File: src/hw/rtl/mer_pkg.sv
`timescale 1ns / 1ps
// ----------------------------------------------------------------------------
// mer_pkg: shared definitions of the midpoint ellipse rasterizer
// Default sizes, configuration register indexes, region codes, datapath
// operation codes and the command and status bundles between the controller
// and the datapath.
// ----------------------------------------------------------------------------
package mer_pkg;

    // Default sizes of the semi-axes and the centre coordinates.
    localparam int AXIS_BITS_DEF  = 9;
    localparam int COORD_BITS_DEF = 11;

    // Width of an emitted pixel coordinate (two's complement).
    localparam int PIX_BITS = 13;

    // Configuration register indexes.
    localparam int CFG_IDX_BITS = 2;
    typedef logic [CFG_IDX_BITS-1:0] cfg_idx_t;
    localparam cfg_idx_t REG_CENTER_X    = 2'd0;
    localparam cfg_idx_t REG_CENTER_Y    = 2'd1;
    localparam cfg_idx_t REG_SEMI_AXIS_X = 2'd2;
    localparam cfg_idx_t REG_SEMI_AXIS_Y = 2'd3;

    // Region of the midpoint walk.
    typedef logic [1:0] phase_t;
    localparam phase_t PH_IDLE = 2'd0;
    localparam phase_t PH_REG1 = 2'd1;
    localparam phase_t PH_REG2 = 2'd2;

    // Datapath operations, one per cycle.
    typedef logic [3:0] op_t;
    localparam op_t OP_NOP      = 4'd0;
    localparam op_t OP_SQ_A     = 4'd1;   // a2 = a * a
    localparam op_t OP_SQ_B     = 4'd2;   // b2 = b * b
    localparam op_t OP_INIT_MUL = 4'd3;   // prod = a2 * b
    localparam op_t OP_INIT_SET = 4'd4;   // load the top point and start terms
    localparam op_t OP_T2       = 4'd5;   // tmp = (2x+1)^2
    localparam op_t OP_E1       = 4'd6;   // dec = b2 * tmp
    localparam op_t OP_U2       = 4'd7;   // tmp = (y-1)^2
    localparam op_t OP_E2       = 4'd8;   // prod = a2 * tmp
    localparam op_t OP_E3       = 4'd9;   // dec += 4 prod, prod = a2 * b2
    localparam op_t OP_E4       = 4'd10;  // dec -= 4 prod, enter region 2
    localparam op_t OP_MOVE     = 4'd11;  // pick the next pixel
    localparam op_t OP_SX       = 4'd12;  // slope_x = 2 b2 x
    localparam op_t OP_SY       = 4'd13;  // slope_y = 2 a2 y
    localparam op_t OP_UPD      = 4'd14;  // advance the decision term

    // Controller to datapath.
    typedef struct packed {
        op_t        op;
        logic       emit_load;
        logic [1:0] emit_quad;
    } mer_cmd_t;

    // Datapath to controller.
    typedef struct packed {
        phase_t phase;
        logic   enter_r2;
        logic   out_free;
    } mer_stat_t;

endpackage

File: src/hw/rtl/mer_ctrl.sv
`timescale 1ns / 1ps
// ----------------------------------------------------------------------------
// mer_ctrl: sequencer of the midpoint ellipse rasterizer
// Accepts one item at a time, steps the datapath through the multiply and
// update operations of a restart or an advance, then hands the four mirrored
// pixels to the output register one by one (none with no ellipse running).
// ----------------------------------------------------------------------------
module mer_ctrl (
    input  logic               clk,
    input  logic               rst_n,
    input  logic               in_valid,
    output logic               in_stall,
    input  logic               restart,
    output mer_pkg::mer_cmd_t  cmd,
    input  mer_pkg::mer_stat_t stat
);
    import mer_pkg::*;

    localparam logic [3:0] S_IDLE = 4'd0;
    localparam logic [3:0] S_SQA  = 4'd1;
    localparam logic [3:0] S_SQB  = 4'd2;
    localparam logic [3:0] S_IMUL = 4'd3;
    localparam logic [3:0] S_ISET = 4'd4;
    localparam logic [3:0] S_T2   = 4'd5;
    localparam logic [3:0] S_E1   = 4'd6;
    localparam logic [3:0] S_U2   = 4'd7;
    localparam logic [3:0] S_E2   = 4'd8;
    localparam logic [3:0] S_E3   = 4'd9;
    localparam logic [3:0] S_E4   = 4'd10;
    localparam logic [3:0] S_MOVE = 4'd11;
    localparam logic [3:0] S_SX   = 4'd12;
    localparam logic [3:0] S_SY   = 4'd13;
    localparam logic [3:0] S_UPD  = 4'd14;
    localparam logic [3:0] S_EMIT = 4'd15;

    logic [3:0] state_reg, state_next;
    logic       restart_reg, restart_next;
    logic [1:0] quad_reg, quad_next;
    logic       accept;

    assign in_stall = (state_reg != S_IDLE);
    assign accept   = in_valid && !in_stall;

    // Next state and the operation issued in each state.
    always_comb
    begin
        state_next    = state_reg;
        restart_next  = restart_reg;
        quad_next     = quad_reg;
        cmd.op        = OP_NOP;
        cmd.emit_load = 1'b0;
        cmd.emit_quad = quad_reg;
        case (state_reg)
            S_IDLE:
            begin
                if (accept)
                begin
                    restart_next = restart;
                    state_next   = S_SQA;
                end
            end
            S_SQA:
            begin
                cmd.op     = OP_SQ_A;
                state_next = S_SQB;
            end
            S_SQB:
            begin
                cmd.op = OP_SQ_B;
                if (restart_reg)
                    state_next = S_IMUL;
                else if (stat.phase == PH_IDLE)
                    state_next = S_IDLE;
                else if (stat.enter_r2)
                    state_next = S_T2;
                else
                    state_next = S_MOVE;
            end
            S_IMUL:
            begin
                cmd.op     = OP_INIT_MUL;
                state_next = S_ISET;
            end
            S_ISET:
            begin
                cmd.op     = OP_INIT_SET;
                state_next = S_EMIT;
            end
            S_T2:
            begin
                cmd.op     = OP_T2;
                state_next = S_E1;
            end
            S_E1:
            begin
                cmd.op     = OP_E1;
                state_next = S_U2;
            end
            S_U2:
            begin
                cmd.op     = OP_U2;
                state_next = S_E2;
            end
            S_E2:
            begin
                cmd.op     = OP_E2;
                state_next = S_E3;
            end
            S_E3:
            begin
                cmd.op     = OP_E3;
                state_next = S_E4;
            end
            S_E4:
            begin
                cmd.op     = OP_E4;
                state_next = S_MOVE;
            end
            S_MOVE:
            begin
                cmd.op     = OP_MOVE;
                state_next = S_SX;
            end
            S_SX:
            begin
                cmd.op     = OP_SX;
                state_next = S_SY;
            end
            S_SY:
            begin
                cmd.op     = OP_SY;
                state_next = S_UPD;
            end
            S_UPD:
            begin
                cmd.op     = OP_UPD;
                state_next = S_EMIT;
            end
            S_EMIT:
            begin
                // One mirrored pixel each time the output register is free.
                if (stat.out_free)
                begin
                    cmd.emit_load = 1'b1;
                    quad_next     = quad_reg + 2'd1;
                    if (quad_reg == 2'd3)
                        state_next = S_IDLE;
                end
            end
            default:
            begin
                state_next = S_IDLE;
            end
        endcase
    end

    always_ff @(posedge clk or negedge rst_n)
    begin
        if (!rst_n)
        begin
            state_reg   <= S_IDLE;
            restart_reg <= 1'b0;
            quad_reg    <= 2'd0;
        end
        else
        begin
            state_reg   <= state_next;
            restart_reg <= restart_next;
            quad_reg    <= quad_next;
        end
    end

endmodule

File: src/hw/rtl/mer_datapath.sv
`timescale 1ns / 1ps
// ----------------------------------------------------------------------------
// mer_datapath: arithmetic of the midpoint ellipse rasterizer
// Holds the configuration registers, the walk state and the decision terms,
// one shared multiplier with a registered result, and the output register
// that presents one mirrored pixel at a time.
// ----------------------------------------------------------------------------
module mer_datapath #(
    parameter int AXIS_BITS  = mer_pkg::AXIS_BITS_DEF,
    parameter int COORD_BITS = mer_pkg::COORD_BITS_DEF
) (
    input  logic                                      clk,
    input  logic                                      rst_n,
    input  logic                                      cfg_we,
    input  logic [mer_pkg::CFG_IDX_BITS-1:0]          cfg_index,
    input  logic [(COORD_BITS > AXIS_BITS ? COORD_BITS : AXIS_BITS)-1:0] cfg_data,
    input  mer_pkg::mer_cmd_t                         cmd,
    output mer_pkg::mer_stat_t                        stat,
    output logic                                      out_valid,
    input  logic                                      out_stall,
    output logic signed [mer_pkg::PIX_BITS-1:0]       pixel_x,
    output logic signed [mer_pkg::PIX_BITS-1:0]       pixel_y,
    output logic [1:0]                                quadrant,
    output logic                                      last,
    output logic                                      done_res
);
    import mer_pkg::*;

    localparam int SQ_BITS    = 2 * AXIS_BITS;
    localparam int MUL_W      = 2 * AXIS_BITS + 2;
    localparam int PROD_BITS  = 2 * MUL_W;
    localparam int DEC_BITS   = 4 * AXIS_BITS + 6;
    localparam int SLOPE_BITS = 3 * AXIS_BITS + 3;
    localparam int MAX_CA     = (COORD_BITS > AXIS_BITS) ? COORD_BITS : AXIS_BITS;
    localparam int PIX_CALC   = ((MAX_CA > PIX_BITS) ? MAX_CA : PIX_BITS) + 1;

    // Configuration registers.
    logic [COORD_BITS-1:0] cx_reg, cy_reg;
    logic [AXIS_BITS-1:0]  ax_reg, by_reg;

    // Walk state and working terms.
    logic [SQ_BITS-1:0]         a2_reg, a2_next, b2_reg, b2_next;
    logic [MUL_W-1:0]           tmp_reg, tmp_next;
    logic [PROD_BITS-1:0]       prod_reg, prod_next;
    logic signed [DEC_BITS-1:0] dec_reg, dec_next;
    logic [SLOPE_BITS-1:0]      sx_reg, sx_next, sy_reg, sy_next;
    logic [AXIS_BITS-1:0]       x_reg, x_next, y_reg, y_next;
    logic                       dir_reg, dir_next;
    logic                       done_reg, done_next;
    phase_t                     phase_reg, phase_next;

    // Output register.
    logic                       out_valid_reg, out_valid_next;
    logic signed [PIX_BITS-1:0] px_reg, py_reg;
    logic [1:0]                 quad_reg;
    logic                       last_reg, done_out_reg;

    // Shared multiplier.
    logic [MUL_W-1:0]     mul_a, mul_b;
    logic [PROD_BITS-1:0] mul_p;

    // Operands widened into the decision domain.
    logic signed [DEC_BITS-1:0] prod_d, a2_d, b2_d, sx_d, sy_d;
    logic [AXIS_BITS:0]         t_val;
    logic [AXIS_BITS-1:0]       u_val;
    logic                       in_r1, dec_neg, dec_zero, dir_move;

    // Pixel arithmetic.
    logic [PIX_CALC-1:0] cx_w, cy_w, x_w, y_w, px_w, py_w;

    // Configuration writes.
    always_ff @(posedge clk or negedge rst_n)
    begin
        if (!rst_n)
        begin
            cx_reg <= '0;
            cy_reg <= '0;
            ax_reg <= '0;
            by_reg <= '0;
        end
        else if (cfg_we)
        begin
            case (cfg_index)
                REG_CENTER_X:    cx_reg <= cfg_data[COORD_BITS-1:0];
                REG_CENTER_Y:    cy_reg <= cfg_data[COORD_BITS-1:0];
                REG_SEMI_AXIS_X: ax_reg <= cfg_data[AXIS_BITS-1:0];
                REG_SEMI_AXIS_Y: by_reg <= cfg_data[AXIS_BITS-1:0];
                default:         ;
            endcase
        end
    end

    assign t_val = {x_reg, 1'b1};
    assign u_val = y_reg - AXIS_BITS'(1);

    // Multiplier operand selection.
    always_comb
    begin
        mul_a = '0;
        mul_b = '0;
        case (cmd.op)
            OP_SQ_A:
            begin
                mul_a = MUL_W'(ax_reg);
                mul_b = MUL_W'(ax_reg);
            end
            OP_SQ_B:
            begin
                mul_a = MUL_W'(by_reg);
                mul_b = MUL_W'(by_reg);
            end
            OP_INIT_MUL:
            begin
                mul_a = MUL_W'(a2_reg);
                mul_b = MUL_W'(by_reg);
            end
            OP_T2:
            begin
                mul_a = MUL_W'(t_val);
                mul_b = MUL_W'(t_val);
            end
            OP_E1:
            begin
                mul_a = MUL_W'(b2_reg);
                mul_b = tmp_reg;
            end
            OP_U2:
            begin
                mul_a = MUL_W'(u_val);
                mul_b = MUL_W'(u_val);
            end
            OP_E2:
            begin
                mul_a = MUL_W'(a2_reg);
                mul_b = tmp_reg;
            end
            OP_E3:
            begin
                mul_a = MUL_W'(a2_reg);
                mul_b = MUL_W'(b2_reg);
            end
            OP_SX:
            begin
                mul_a = MUL_W'(b2_reg);
                mul_b = MUL_W'(x_reg);
            end
            OP_SY:
            begin
                mul_a = MUL_W'(a2_reg);
                mul_b = MUL_W'(y_reg);
            end
            default:
            begin
                mul_a = '0;
                mul_b = '0;
            end
        endcase
    end

    assign mul_p = mul_a * mul_b;

    assign prod_d = $signed(DEC_BITS'(prod_reg));
    assign a2_d   = $signed(DEC_BITS'(a2_reg));
    assign b2_d   = $signed(DEC_BITS'(b2_reg));
    assign sx_d   = $signed(DEC_BITS'(sx_reg));
    assign sy_d   = $signed(DEC_BITS'(sy_reg));

    // Step direction: region 1 moves down on a non-negative decision,
    // region 2 moves right on a decision that is not positive.
    assign in_r1    = (phase_reg == PH_REG1);
    assign dec_neg  = dec_reg[DEC_BITS-1];
    assign dec_zero = (dec_reg == '0);
    assign dir_move = in_r1 ? !dec_neg : (dec_neg || dec_zero);

    // Walk state update, one operation per cycle.
    always_comb
    begin
        a2_next    = a2_reg;
        b2_next    = b2_reg;
        tmp_next   = tmp_reg;
        prod_next  = prod_reg;
        dec_next   = dec_reg;
        sx_next    = sx_reg;
        sy_next    = sy_reg;
        x_next     = x_reg;
        y_next     = y_reg;
        dir_next   = dir_reg;
        done_next  = done_reg;
        phase_next = phase_reg;
        case (cmd.op)
            OP_SQ_A:
            begin
                a2_next = mul_p[SQ_BITS-1:0];
            end
            OP_SQ_B:
            begin
                b2_next = mul_p[SQ_BITS-1:0];
            end
            OP_INIT_MUL:
            begin
                prod_next = mul_p;
            end
            OP_INIT_SET:
            begin
                x_next     = '0;
                y_next     = by_reg;
                dec_next   = (b2_d <<< 2) - (prod_d <<< 2) + a2_d;
                sx_next    = '0;
                sy_next    = {prod_reg[SLOPE_BITS-2:0], 1'b0};
                done_next  = (by_reg == '0);
                phase_next = (by_reg == '0) ? PH_IDLE : PH_REG1;
            end
            OP_T2:
            begin
                tmp_next = mul_p[MUL_W-1:0];
            end
            OP_E1:
            begin
                dec_next = $signed(DEC_BITS'(mul_p));
            end
            OP_U2:
            begin
                tmp_next = mul_p[MUL_W-1:0];
            end
            OP_E2:
            begin
                prod_next = mul_p;
            end
            OP_E3:
            begin
                dec_next  = dec_reg + (prod_d <<< 2);
                prod_next = mul_p;
            end
            OP_E4:
            begin
                dec_next   = dec_reg - (prod_d <<< 2);
                phase_next = PH_REG2;
            end
            OP_MOVE:
            begin
                dir_next = dir_move;
                if (in_r1)
                begin
                    x_next = x_reg + AXIS_BITS'(1);
                    y_next = y_reg - AXIS_BITS'(dir_move);
                end
                else
                begin
                    x_next = x_reg + AXIS_BITS'(dir_move);
                    y_next = y_reg - AXIS_BITS'(1);
                end
            end
            OP_SX:
            begin
                sx_next = {mul_p[SLOPE_BITS-2:0], 1'b0};
            end
            OP_SY:
            begin
                sy_next = {mul_p[SLOPE_BITS-2:0], 1'b0};
            end
            OP_UPD:
            begin
                if (in_r1)
                    dec_next = dec_reg + (sx_d <<< 2) + (b2_d <<< 2)
                             - (dir_reg ? (sy_d <<< 2) : '0);
                else
                    dec_next = dec_reg + (a2_d <<< 2) - (sy_d <<< 2)
                             + (dir_reg ? (sx_d <<< 2) : '0);
                done_next  = (y_reg == '0);
                phase_next = (y_reg == '0) ? PH_IDLE : phase_reg;
            end
            default:
            begin
                phase_next = phase_reg;
            end
        endcase
    end

    always_ff @(posedge clk)
    begin
        a2_reg   <= a2_next;
        b2_reg   <= b2_next;
        tmp_reg  <= tmp_next;
        prod_reg <= prod_next;
        dec_reg  <= dec_next;
        sx_reg   <= sx_next;
        sy_reg   <= sy_next;
        x_reg    <= x_next;
        y_reg    <= y_next;
        dir_reg  <= dir_next;
        done_reg <= done_next;
    end

    always_ff @(posedge clk or negedge rst_n)
    begin
        if (!rst_n)
            phase_reg <= PH_IDLE;
        else
            phase_reg <= phase_next;
    end

    // Mirrored pixel for the quadrant the controller selects.
    assign cx_w = PIX_CALC'(cx_reg);
    assign cy_w = PIX_CALC'(cy_reg);
    assign x_w  = PIX_CALC'(x_reg);
    assign y_w  = PIX_CALC'(y_reg);
    assign px_w = cmd.emit_quad[0] ? (cx_w - x_w) : (cx_w + x_w);
    assign py_w = cmd.emit_quad[1] ? (cy_w - y_w) : (cy_w + y_w);

    // Output register: loaded when free, cleared when its item is taken.
    always_comb
    begin
        if (cmd.emit_load)
            out_valid_next = 1'b1;
        else if (!out_stall)
            out_valid_next = 1'b0;
        else
            out_valid_next = out_valid_reg;
    end

    always_ff @(posedge clk or negedge rst_n)
    begin
        if (!rst_n)
            out_valid_reg <= 1'b0;
        else
            out_valid_reg <= out_valid_next;
    end

    always_ff @(posedge clk)
    begin
        if (cmd.emit_load)
        begin
            px_reg       <= $signed(px_w[PIX_BITS-1:0]);
            py_reg       <= $signed(py_w[PIX_BITS-1:0]);
            quad_reg     <= cmd.emit_quad;
            last_reg     <= (cmd.emit_quad == 2'd3);
            done_out_reg <= done_reg;
        end
    end

    assign out_valid = out_valid_reg;
    assign pixel_x   = px_reg;
    assign pixel_y   = py_reg;
    assign quadrant  = quad_reg;
    assign last      = last_reg;
    assign done_res  = done_out_reg;

    // Status for the controller.
    assign stat.phase    = phase_reg;
    assign stat.enter_r2 = in_r1 && (sx_reg > sy_reg);
    assign stat.out_free = !out_valid_reg || !out_stall;

endmodule

File: src/hw/rtl/midpoint_ellipse_rasterizer_core.sv
`timescale 1ns / 1ps
// ----------------------------------------------------------------------------
// midpoint_ellipse_rasterizer_core: axis-aligned midpoint ellipse rasterizer
// Walks one quarter of an ellipse point by point and emits each point's four
// mirrored pixels on the result channel.
// ----------------------------------------------------------------------------
// A restart item loads the top point (0, b) and emits its four pixels; each
// advance item moves one point along the curve and emits that point's four
// pixels in quadrant order, the fourth carrying last, all four carrying
// done_res once the walk reaches y = 0. An advance item while no ellipse is
// running emits nothing. One item is worked on at a time, on a single shared
// multiplier with a registered result: a restart squares both semi-axes,
// forms a2 * b and loads the top point; an advance squares both semi-axes,
// moves, forms both slopes and advances the decision term, and the advance
// that crosses from region 1 into region 2 first rebuilds the decision term
// for region 2. The four pixels then move into the output register one by
// one, later when the result side stalls. An advance with no ellipse running
// only squares both semi-axes. The input side is free again in the cycle
// after the fourth pixel is loaded into the output register. The centre and
// semi-axes are read at each item; write them only between items.
// ----------------------------------------------------------------------------
module midpoint_ellipse_rasterizer_core #(
    parameter int AXIS_BITS  = mer_pkg::AXIS_BITS_DEF,
    parameter int COORD_BITS = mer_pkg::COORD_BITS_DEF
) (
    input  logic                                clk,
    input  logic                                rst_n,
    input  logic                                cfg_we,
    input  logic [mer_pkg::CFG_IDX_BITS-1:0]    cfg_index,
    input  logic [(COORD_BITS > AXIS_BITS ? COORD_BITS : AXIS_BITS)-1:0] cfg_data,
    input  logic                                in_valid,
    output logic                                in_stall,
    input  logic                                restart,
    output logic                                out_valid,
    input  logic                                out_stall,
    output logic signed [mer_pkg::PIX_BITS-1:0] pixel_x,
    output logic signed [mer_pkg::PIX_BITS-1:0] pixel_y,
    output logic [1:0]                          quadrant,
    output logic                                last,
    output logic                                done_res
);
    import mer_pkg::*;

    mer_cmd_t  cmd;
    mer_stat_t stat;

    // Sequencer.
    mer_ctrl u_ctrl (
        .clk      (clk),
        .rst_n    (rst_n),
        .in_valid (in_valid),
        .in_stall (in_stall),
        .restart  (restart),
        .cmd      (cmd),
        .stat     (stat)
    );

    // Arithmetic, state and output register.
    mer_datapath #(
        .AXIS_BITS  (AXIS_BITS),
        .COORD_BITS (COORD_BITS)
    ) u_datapath (
        .clk       (clk),
        .rst_n     (rst_n),
        .cfg_we    (cfg_we),
        .cfg_index (cfg_index),
        .cfg_data  (cfg_data),
        .cmd       (cmd),
        .stat      (stat),
        .out_valid (out_valid),
        .out_stall (out_stall),
        .pixel_x   (pixel_x),
        .pixel_y   (pixel_y),
        .quadrant  (quadrant),
        .last      (last),
        .done_res  (done_res)
    );

endmodule
File: config.mk
export PLATFORM = sky130hd
export DESIGN_NAME = midpoint_ellipse_rasterizer_core
export DESIGN_NICKNAME = d
export VERILOG_FILES = /design/src/hw/rtl/mer_pkg.sv /design/src/hw/rtl/mer_ctrl.sv /design/src/hw/rtl/mer_datapath.sv /design/src/hw/rtl/midpoint_ellipse_rasterizer_core.sv
export SDC_FILE = /design/constraint.sdc
export NUM_CORES = 2
export LEC_CHECK = 0
export BUFFER_PORTS_ARGS = -buffer_cell sky130_fd_sc_hd__buf_2
export CELL_PAD_IN_SITES_DETAIL_PLACEMENT = 0
export CELL_PAD_IN_SITES_GLOBAL_PLACEMENT = 1
export CORE_ASPECT_RATIO = 1.5
export CORE_MARGIN = 4
export CORE_UTILIZATION = 52
export DETAILED_ROUTE_END_ITERATION = 6
export PLACE_DENSITY_LB_ADDON = 0.1
export SLEW_MARGIN = 10
export SYNTH_ARGS = -nofsm -noshare
export SYNTH_HDL_FRONTEND = slang
export SYNTH_SLANG_ARGS = --single-unit
File: constraint.sdc
create_clock -name clk -period 10.6 [get_ports clk]
set_input_delay 2.12 -clock clk [delete_from_list [all_inputs] [get_ports clk]]
set_output_delay 2.12 -clock clk [all_outputs]
set_load 0.01 [all_outputs]
==> flow_metrics.env <==
export IMPL_synth_simple_area_share_pct=13.2
export IMPL_initial_core_util_pct=52.8
export IMPL_synth_cell_type_count=88
export IMPL_clock_latency_ns=0.58
export IMPL_synthTopCellsByArea="fa_1 (21%), edfxtp_1 (19%), ha_1 (12%)"
export IMPL_drv_slew=0
export IMPL_synth_cell_area_mm2=0.0379
export IMPL_grt_overflow=0
export IMPL_cts_sinks=294
export IMPL_syn_area_per_cell_um2=9.02
export IMPL_post_route_min_period_ns=9.57
export IMPL_clk_pin_slew_ns=0.07
export IMPL_fin_cells=5141
export IMPL_syn_to_final_growth_pct=6.66
export IMPL_cts_tree="done"
export IMPL_die_area_mm2=0.0773
export IMPL_numCtsBuffers=34
export IMPL_vias=31069
export IMPL_hp_class="flop to flop"
export IMPL_fin_nets=4982
export IMPL_dp_hpwl_um=108000
export IMPL_post_cts_buffers=0
export IMPL_synth_top_family_by_area="adder cells"
export IMPL_via_per_inst=6.04
export IMPL_grt_usage_pct=34.2
export IMPL_synthAdderAreaFrac_pct=33.2
export IMPL_cts_resized=0
export IMPL_setup_viol=0
export IMPL_synth_compound_area_share_pct=15.0
export IMPL_skew_ns=0.0371
export IMPL_hold_buffers=0
export IMPL_clockBufferDepth=3
export IMPL_dr_pass1_iters=7
export IMPL_design_core_area_mm2=0.0718
export IMPL_htreeDepth=2
export IMPL_largest_register_ffs=42
export IMPL_synthTopCellsByCount="inv_1 (727), nand2_1 (436), fa_1 (403), ha_1 (359), nor2_1 (331)"
export IMPL_tightest_slew_ns=1.15
export IMPL_num_fill_cells=6719
export IMPL_grt_setup_unrepaired="no"
export IMPL_place_gp_congestion=0.978
export IMPL_synth_xor_area_share_pct=5.71
export IMPL_clk_root_buffer_cell="clkbuf_16"
export IMPL_drt_iter0_drc=2400
export IMPL_timing_fmax_mhz=105
export IMPL_cap_violations=0
export IMPL_required_ns=10.93
export IMPL_path_cells="nor2b_1, a21oi_1, nor2_2, a22o_1, nand2_1, fa_1, fa_1, fa_1, inv_1, fa_1, fa_1, inv_1, fa_1, inv_1, ha_1, nand2_1, or3_4, a211oi_2, nor3_1, o41ai_2, nand3_1, a311oi_1, xnor2_1, a221o_1"
export IMPL_critical_path_slowest_cell="a22o_1"
export IMPL_ant_nets=0
export IMPL_dieWidth_um=228
export IMPL_avgRoutedWirePerCell_um=26.0
export IMPL_routed_wl_um=134000
export IMPL_finalHoldViolations=0
export IMPL_postSynthCellCount=4200
export IMPL_ys_seq_area_share_pct=22.7
export IMPL_synth_edf_count=244
export IMPL_num_antenna_cells=0
export IMPL_drive_gt1_share_pct=6.27
export IMPL_worstSetupStartpointType="flop"
export IMPL_status="complete, but fails checks"
export IMPL_worstSetupPathType="flop to flop"
export IMPL_critPathMaxFanout=23
export IMPL_yosys_warnings=0
export IMPL_path_common_cell="fa_1"
export IMPL_ys_ff_latch=294
export IMPL_ys_async_sr_fraction_pct=17.0
export IMPL_critPathMaxStageDelay_ns=0.84
export IMPL_slew_headroom_pct=22.7
export IMPL_antenna_found_initial=0
export IMPL_synth_top_cell_area_share_pct=21.3
export IMPL_finalSetupTns_ns=0
export IMPL_arrival_ns=9.90
export IMPL_fin_crit_sh_pct=90.2
export IMPL_io_buffers=50
export IMPL_grt_pass1_wl_um=200000
export IMPL_ys_flop_type="edfxtp_1"
export IMPL_grt_max_degree=59
export IMPL_io_pins=51
export IMPL_yosysTopAreaCell="fa_1"
export IMPL_end_kind="flop"
export IMPL_rows=120
export IMPL_first_global_vias=32602
export IMPL_synth_fp_nets=4981
export IMPL_drcViolationCount=3
export IMPL_synthMuxAreaShare_pct=1.51
export IMPL_synthMostInstantiatedCell="inv_1"
export IMPL_dp_cells=5080
export IMPL_die_h_um=338
export IMPL_failed_checks="design-rule violations"
[per-stage QoR]
stage | setup WS, ns | cell area, µm² | hold WS [ns] | util [%]
after global placement | 1.33 | 39300 | 0.489 | 54.7
after global routing | 0.554 | 40400 | 0.502 | 56.3
after floorplan | 1.47 | 37900 | 0.400 | -
final | 1.03 | 40400 | 0.508 | 56.3
after detailed placement | 1.17 | 39300 | 0.478 | 54.7
after CTS | 1.18 | 40400 | 0.499 | 56.3
[worst max-delay path, delay by kind of cell, from the launching register on]
kind / cells / cell delay [ns]
AO/OA/AOI/OAI: 6 / 2.50
adder cells (fa/ha/maj): 7 / 3.40
buffers and inverters: 3 / 0.14
AND/OR/NAND/NOR: 7 / 2.14
XOR/XNOR: 1 / 0.31
flip-flops: 1 / 0.78
[routing by layer]
metal	up-vias	GRT usage, %	wire, µm	part of all wire [%]
li1	14051	-	-	-
met3	417	4.28	7440	5.6
met2	1177	61.9	68400	51
met4	0	21.8	10600	7.9
met1	15424	37.8	47200	35
met5	-	0	0	0
[path summary, 6_finish.rpt]
| check | from | to | slack [ns] | cells past startpoint |
|---|---|---|---|---|
| setup / recovery | u_ctrl.state_reg[2]$_DFFE_PN0P_ | u_datapath.dec_reg[37]$_DFFE_PP_ | 1.03 | 24 |
| hold / removal | u_datapath.ax_reg[6]$_DFFE_PN0P_ | u_datapath.ax_reg[6]$_DFFE_PN0P_ | 0.51 | 1 |
| hold reg to reg | u_datapath.ax_reg[6]$_DFFE_PN0P_ | u_datapath.ax_reg[6]$_DFFE_PN0P_ | 0.51 | 1 |
| min in group asynchronous | rst_n | u_datapath.cy_reg[9]$_DFFE_PN0P_ | 1.67 | 2 |
| setup reg to reg | u_ctrl.state_reg[2]$_DFFE_PN0P_ | u_datapath.dec_reg[37]$_DFFE_PP_ | 1.03 | 24 |
| max in group asynchronous | rst_n | u_datapath.by_reg[2]$_DFFE_PN0P_ | 8.46 | 2 |
[cell type report]
class                           count  area, µm²  share of cell area (%)
Clock inverter                     20        181                   0.449
Clock buffer                       41        940                    2.33
Timing Repair Buffer              108        686                    1.70
Sequential cell                   294       8580                    21.2
Tap cell                          915       1140                    2.83
Multi-Input combinational cell   3035      26100                    64.7
Inverter                          728       2730                    6.77
[layout by cell type, fill, tap and decap left out, drive strengths merged, types with 100 or more instances in the layout]
| cell | n |
|---|---|
| edfxtp | 244 |
| nor2 | 331 |
| ha | 359 |
| a21oi | 222 |
| xor2 | 100 |
| xnor2 | 146 |
| inv | 733 |
| o21ai | 178 |
| nand2 | 437 |
| buf | 108 |
| fa | 403 |
[cells by family after synthesis]
logic type,after synthesis
fa+ha+maj,762
simple gates,1107
xor+xnor,246
compound gates,868
flops,294
mux,52
buf+inv,871
Power is not shown: default switching activity piles up to over one toggle a cycle in this logic, so the estimate is an artifact.
